## src/hdl/ias_pkg.sv

```systemverilog
// Shared constants, types and command codes for the integer insertion sorter.
package ias_pkg;

  localparam int MAX_ITEMS   = 64;
  localparam int VALUE_WIDTH = 32;
  localparam int COUNT_W     = $clog2(MAX_ITEMS + 1);
  localparam int QUEUE_DEPTH = 4;
  localparam int QPTR_W      = $clog2(QUEUE_DEPTH);
  localparam int QFILL_W     = $clog2(QUEUE_DEPTH + 1);

  typedef logic signed [VALUE_WIDTH-1:0] value_t;

  typedef enum logic {
    OP_INSERT = 1'b0,
    OP_CLOSE  = 1'b1
  } op_t;

  typedef struct packed {
    op_t    op;
    value_t value;
  } q_entry_t;

  typedef struct packed {
    logic     avail;
    q_entry_t entry;
  } q_head_t;

endpackage

```

## src/hdl/ias_queue.sv

```systemverilog
// Front end: takes commands, tags them as insert or close, and queues them.
module ias_queue (
  input  logic                  clk,
  input  logic                  rst,
  input  logic                  start,
  input  ias_pkg::value_t       value,
  input  logic                  last,
  output logic                  busy,
  input  logic                  pop,
  output ias_pkg::q_head_t      head
);
  import ias_pkg::*;

  q_entry_t           slots [QUEUE_DEPTH];
  logic [QPTR_W-1:0]  wr_ptr;
  logic [QPTR_W-1:0]  rd_ptr;
  logic [QFILL_W-1:0] fill;
  logic               push;
  q_entry_t           incoming;

  assign busy = (fill == QFILL_W'(QUEUE_DEPTH));
  assign push = start && !busy;

  always_comb begin
    incoming.value = value;
    incoming.op    = last ? OP_CLOSE : OP_INSERT;
    head.avail     = (fill != '0);
    head.entry     = slots[rd_ptr];
  end

  always_ff @(posedge clk) begin
    if (push) begin
      slots[wr_ptr] <= incoming;
    end
  end

  always_ff @(posedge clk) begin
    if (rst) begin
      wr_ptr <= '0;
      rd_ptr <= '0;
      fill   <= '0;
    end else begin
      if (push) begin
        wr_ptr <= (wr_ptr == QPTR_W'(QUEUE_DEPTH - 1)) ? '0 : wr_ptr + 1'b1;
      end
      if (pop) begin
        rd_ptr <= (rd_ptr == QPTR_W'(QUEUE_DEPTH - 1)) ? '0 : rd_ptr + 1'b1;
      end
      unique case ({push, pop})
        2'b10:   fill <= fill + 1'b1;
        2'b01:   fill <= fill - 1'b1;
        default: fill <= fill;
      endcase
    end
  end

  a_pop_nonempty: assert property (@(posedge clk) disable iff (rst) pop |-> fill != '0)
    else $error("queue popped while empty");
  a_fill_bound: assert property (@(posedge clk) disable iff (rst)
    fill <= QFILL_W'(QUEUE_DEPTH))
    else $error("queue fill beyond depth");

endmodule

```

## config.mk

```make
export PLATFORM = sky130hd
export DESIGN_NAME = ias_queue
export DESIGN_NICKNAME = d
export VERILOG_FILES = /design/src/hdl/ias_pkg.sv /design/src/hdl/ias_queue.sv
export SDC_FILE = /design/constraint.sdc
export NUM_CORES = 1
export LEC_CHECK = 0
export ABC_CLOCK_PERIOD_IN_PS = 4000
export BUFFER_PORTS_ARGS = -buffer_cell sky130_fd_sc_hd__buf_2
export CAP_MARGIN = 20
export CORE_MARGIN = 4
export CORE_UTILIZATION = 60
export DETAILED_ROUTE_END_ITERATION = 6
export HOLD_SLACK_MARGIN = 0.02
export PLACE_DENSITY_LB_ADDON = 0.15
export SYNTH_ARGS = -nofsm -noshare
export SYNTH_HDL_FRONTEND = slang
export SYNTH_SLANG_ARGS = --single-unit
export TNS_END_PERCENT = 10
```

## constraint.sdc

```tcl
create_clock -name clk -period 4 [get_ports clk]
set_clock_uncertainty 0.1 [all_clocks]
set_input_delay 0.4 -clock clk [delete_from_list [all_inputs] [get_ports clk]]
set_output_delay 0.4 -clock clk [all_outputs]
set_load 0.02 [all_outputs]
```

[Word-level counts from Yosys, hierarchy flattened]
Memories as Yosys holds them, arrays and structs flattened. A register that Yosys moved wholly into a read port is not among the register bits.
Index checks and enable logic that the tools add are counted.
Word-level totals
  register bits: 7
  memory bits (writable): 132
  input port bits: 37
  output and inout bits: 35
  logic and storage cells: 25
  memories: 1
Memory list
  slots: words 4, bits a word 33, rd ports 1, clocked after memory_dff 1, wr ports 1, RTL line ias_queue.sv:14  | q_entry_t slots [QUEUE_DEPTH];
Operators by class
  $add $sub $neg: 4
  equal/unequal tests: 5
  muxes and demuxes: 8
  reductions and logical operators: 4
Operators by type and width (number)
  $mux 2: 4
  $eq 2x2->1 const B: 3
  $pmux 3 s2: 1
  $add 2x1->2 const B: 2
  $add 3x1->3 const B: 1
  $eq 3x3->1 const B: 1
  $mux 1: 3
  $reduce_bool 3->1: 1
  $sub 3x1->3 const B: 1
  $eq 2x1->1 const B: 1
  $reduce_bool 2->1: 1
  $logic_and 1x1->1: 1
  $logic_not 1->1: 1

[Depth between registers and ports, before layout]
  depth in word-level cells: 5
  mapped depth: 9
  depth with buffers taken out: 8

[Worst setup path before layout]
Ideal clock, no wire load.
  kind: register -> register
  from: reg fill[0]
  to: reg fill[2]
  library setup time: 0.070 ns
  arrival time: 2.019 ns
  setup slack: 1.811 ns
  cell stages (with the launch flop): 10
  clock period less this slack: 2.189 ns
  path through: dfxtp_1 > or3b_1 > buf_6 > and2_4 > inv_1 > ha_1 > fa_1 > xnor2_1 > or3_2 > a21oi_1
Between the ends
  longest elaborated chain between the ends: 5
  elaborated cells between the ends (all ways): 9
  classes of those cells: add/sub: 2; eq/ne: 3; mux: 1; reduce/logical: 3
Ends and longest elaborated chain
  start, declared: RTL line ias_queue.sv:17  | logic [QFILL_W-1:0] fill;
  start signal, assigned: RTL line ias_queue.sv:50  | 2'b10: fill <= fill + 1'b1;
  start signal, assigned: RTL line ias_queue.sv:51  | 2'b01: fill <= fill - 1'b1;
  start signal, assigned: RTL line ias_queue.sv:52  | default: fill <= fill;
  $eq 3x3->1: RTL line ias_queue.sv:21  | assign busy = (fill == QFILL_W'(QUEUE_DEPTH));
  $logic_not 1->1: RTL line ias_queue.sv:22  | assign push = start && !busy;
  $logic_and 1x1->1: RTL line ias_queue.sv:22
  $eq 2x1->1 or $eq 2x2->1 (tied branches): RTL line ias_queue.sv:49  | unique case ({push, pop})
  $pmux 3 s2 or $reduce_bool 2->1 (tied branches)
Parallel ways exist; a longest one is shown, timed or not.
A chain may end at the register's enable or synchronous reset.

==> out/summary.md <==
### Synthesis
- 0.00525 sq mm — Synth Cell Area
- sky130_fd_sc_hd__edfxtp_1 — most instantiated flip-flop cell in the synthesis netlist
- sky130_fd_sc_hd__edfxtp_1 (132), sky130_fd_sc_hd__mux4_2 (33), sky130_fd_sc_hd__dfxtp_1 (9), sky130_fd_sc_hd__ha_1 (6), sky130_fd_sc_hd__inv_1 (5) — synth cell count leaders
- sky130_fd_sc_hd__edfxtp_1 (75%), sky130_fd_sc_hd__mux4_2 (14%), sky130_fd_sc_hd__dfxtp_1 (3.4%) — biggest area contributors in the synthesized netlist
- 78.9% — fraction of the yosys area taken by sequential cells
- 23.7 sq um — mean cell area of the mapped netlist
- 0% — share of synthesized flip-flops with an asynchronous set or reset
- 75.5% — area fraction of the dominant cell type after synthesis
- 222 — cell count after synthesis
- 266 — Synthesized Nets
- sky130_fd_sc_hd__edfxtp_1 — largest area contributor in the synthesized netlist
- 25 — post-synthesis cell type count
- 141 — flip-flop and latch count after synthesis
- sky130_fd_sc_hd__edfxtp_1 — most used standard cell by instance count after synthesis
- 132 — count of flip-flops with a built-in enable after synthesis
- 0 — total of warnings raised by yosys

### Route
- 0 — antenna-violating nets left
- 108 — number of design-rule violations left by the first detailed-router iteration
- 2536 — via count of the routed design
- 5.59 — via count normalized by instance count
- 4 — number of detailed-routing iterations run before antenna repair
- 0 — drt drc
- met4 — top layer reached by signal wires
- 9000 microns — Routed WL
- 424 microns — wire length on met3
- 3750 microns — routed length on met1
- 4730 microns — Met2 Routed Length
- 19.8 microns — DR WL/cell

### Pwr
- 587 mW/mm^2 — power per cell area
- 44.0% — proportion of power drawn by the clock network
- 45.6% — sequential cell fraction of total power
- 3.05 mW — cell-internal power
- 10.4% — Gate power share
- 419 uV — Peak VDD IR
- 2.36 nW — cell leakage power
- 0.857 mW — net switching power
- 21.9% — switching part of the total power

### Floorplanning
- 33 — Cell Rows
- 62.7% — starting density of the core
- 0.0103 sq mm — die outline area
- 102 microns — die width
- 72 — number of primary I/O pins
- 102 microns — Die Height
- 0.00838 sq mm — area inside the core boundary

### CTS
- 0 — post-cts gate resize count
- 141 — CTS sink cnt
- 17 — total CTS buffers
- sky130_fd_sc_hd__clkbuf_8 — CTS root buf
- done — clock tree from TritonCTS
- 2 — number of buffers on the longest clock path
- 500 ps — Skew-Pair Late Insertion Delay
- 4 — H-Tree Level Count
- 60 ps — CTS clk-pin slew, worst paths

### Timing
- 0 ps — setup tns final
- 894 ps — actual transition at the worst max-transition pin
- 0 — count of endpoints failing hold in the final timing report
- 72.0 ps — Hold Slack
- 0 — count of final setup violators
- 2970 ps — time the final worst path needs with I/O delays and setup
- 0 — max-slew violation total from the final report
- 40.4% — Slew headroom
- 74.3% — final cycle utilization of the critical path
- no — RSZ-0062 raised after global routing
- 0.336 GHz — peak clock frequency supported by timing

### GRT
- 2713 — via count of the first global-routing pass
- 19.6% — GR Util All Layers
- 34 — largest net degree at the start of global routing
- 0 — overall overflow remaining after global route
- 14500 microns — global-route wire length before repair
- 0 — antenna violations before repair

### Critical path
- buf_4 -> mux4_2 -> buf_2 — worst-path cell chain
- 25 — maximum fanout count along the critical path
- register — sort of element at the start of the critical path
- 920 ps — maximum cell stage delay along the critical path
- 2470 ps — worst endpoint data arrival time
- sky130_fd_sc_hd__dfxtp_2 — slowest cell on the critical path
- reg2out — Worst Setup Path Type
- primary output — type of element capturing the critical path
- 3500 ps — required time at the worst-slack endpoint

### Outcome
- finished clean — outcome

### Worst hold path
- in2reg — worst hold path class

### Placement
- 71 — count of buffers inserted at the top-level ports
- 0.698 — RD Place Congestion
- 0.00568 sq mm — total cell area at the placement stage
- 4760 microns — Detail Placement HPWL

### Layout
- 0.00666 sq mm — post-layout instance area
- 0 — number of diodes added for antenna fixing
- 380 — fin nets
- 0.00415 sq mm — combined flip-flop and latch cell area
- 420 — Filler cells
- 41.8% — layout cell share with drive strength beyond 1
- 26.9% — area grow syn2layout
- 0.00102 sq mm — area of the multi-input gates

### Job
- 0 — Maximum Capacitance Violations

==> placed cells by master (no fill, tap or decap), drive strengths merged <==
master	instances
edfxtp	132
buf	72
mux4	33
dlygate4sd3	33
clkbuf	18
dfxtp	9
inv	7
ha	6
bufinv	6
and3	4
nor2	4
clkinv	4
a21oi	3
or3	2
nand3	2
mux2i	2
clkinvlp	2
or3b	1
and2	1
xor2	1
nor3	1
o31ai	1
nor3b	1
a21o	1
xnor2	1
o21ai	1
fa	1
==> what timing repair did <==
| action | 4_1_cts | 5_1_grt |
|---|---|---|
| endpoints found under the hold margin | 132 | 0 |
| setup buffers | 0 | 0 |
| hold buffers | 33 | 0 |
==> per-layer routing <==
metal / vias to the layer above / GRT usage, %
li1: 1150 / -
met1: 1307 / 25.7
met2: 69 / 32.1
met3: 10 / 4.75
met4: 0 / 7.98
met5: - / 0
==> worst max-delay path, delay by kind of cell (launching register included) <==
family,cells,cell delay [ps]
buf+inv,2,530
flops,1,920
mux,1,520
==> through the flow <==
step | instances | utilization (%) | power (mW) | setup slack [ps]
floorplan | 222 | - | 2.06 | 1810
global route | 454 | 79.5 | 4.05 | 758
CTS | 454 | 79.5 | 3.95 | 908
finish | 454 | 79.5 | 3.91 | 1030
detailed placement | 389 | 67.7 | 2.20 | 1480
global placement | 389 | 67.7 | 2.19 | 1480
==> final timing paths <==
path / from / end / slack (ps) / cells past startpoint
min: rst / fill[2] / 70 / 2
max reg2reg: fill[0] / fill[2] / 1640 / 8
min reg2reg: fill[2] / fill[2] / 400 / 2
max: register / head[21] / 1030 / 3
==> kinds of logic (layout without fill, tap and decap cells) <==
group / after synthesis / in the layout / synth area share [%]
AOI/OAI and AO/OA: 6 / 6 / 0.762
DFF: 141 / 141 / 78.9
buffers and inverters: 15 / 142 / 1.74
adders and majority gates: 7 / 7 / 1.81
muxes: 35 / 35 / 14.5
and+or+nand+nor: 16 / 16 / 1.91
xor gates and xnor gates: 2 / 2 / 0.334
==> power by group through the flow <==
stage	combinational [mW]	clock (mW)	sequential, mW
final	0.408	1.72	1.78
after global routing	0.440	1.82	1.79
after CTS	0.415	1.75	1.78
after detailed placement	0.385	0	1.81
after global placement	0.380	0	1.81
after floorplan	0.285	0	1.78
==> registers in the layout (all words and copies together) (netlist names), named ones only <==
name / flops
slots: 132
fill: 3
rd_ptr: 2
wr_ptr: 2
==> layout make-up <==
class                   count  share of cell area (%)
repair buffers            105                    10.4
inverters                   5                   0.282
well taps                 105                    1.97
multi-input cells          66                    15.2
clock inverters            14                    3.60
flip-flops and latches    141                    62.2
clock buffers              18                    6.27
Power figures use the tool's default switching activity.
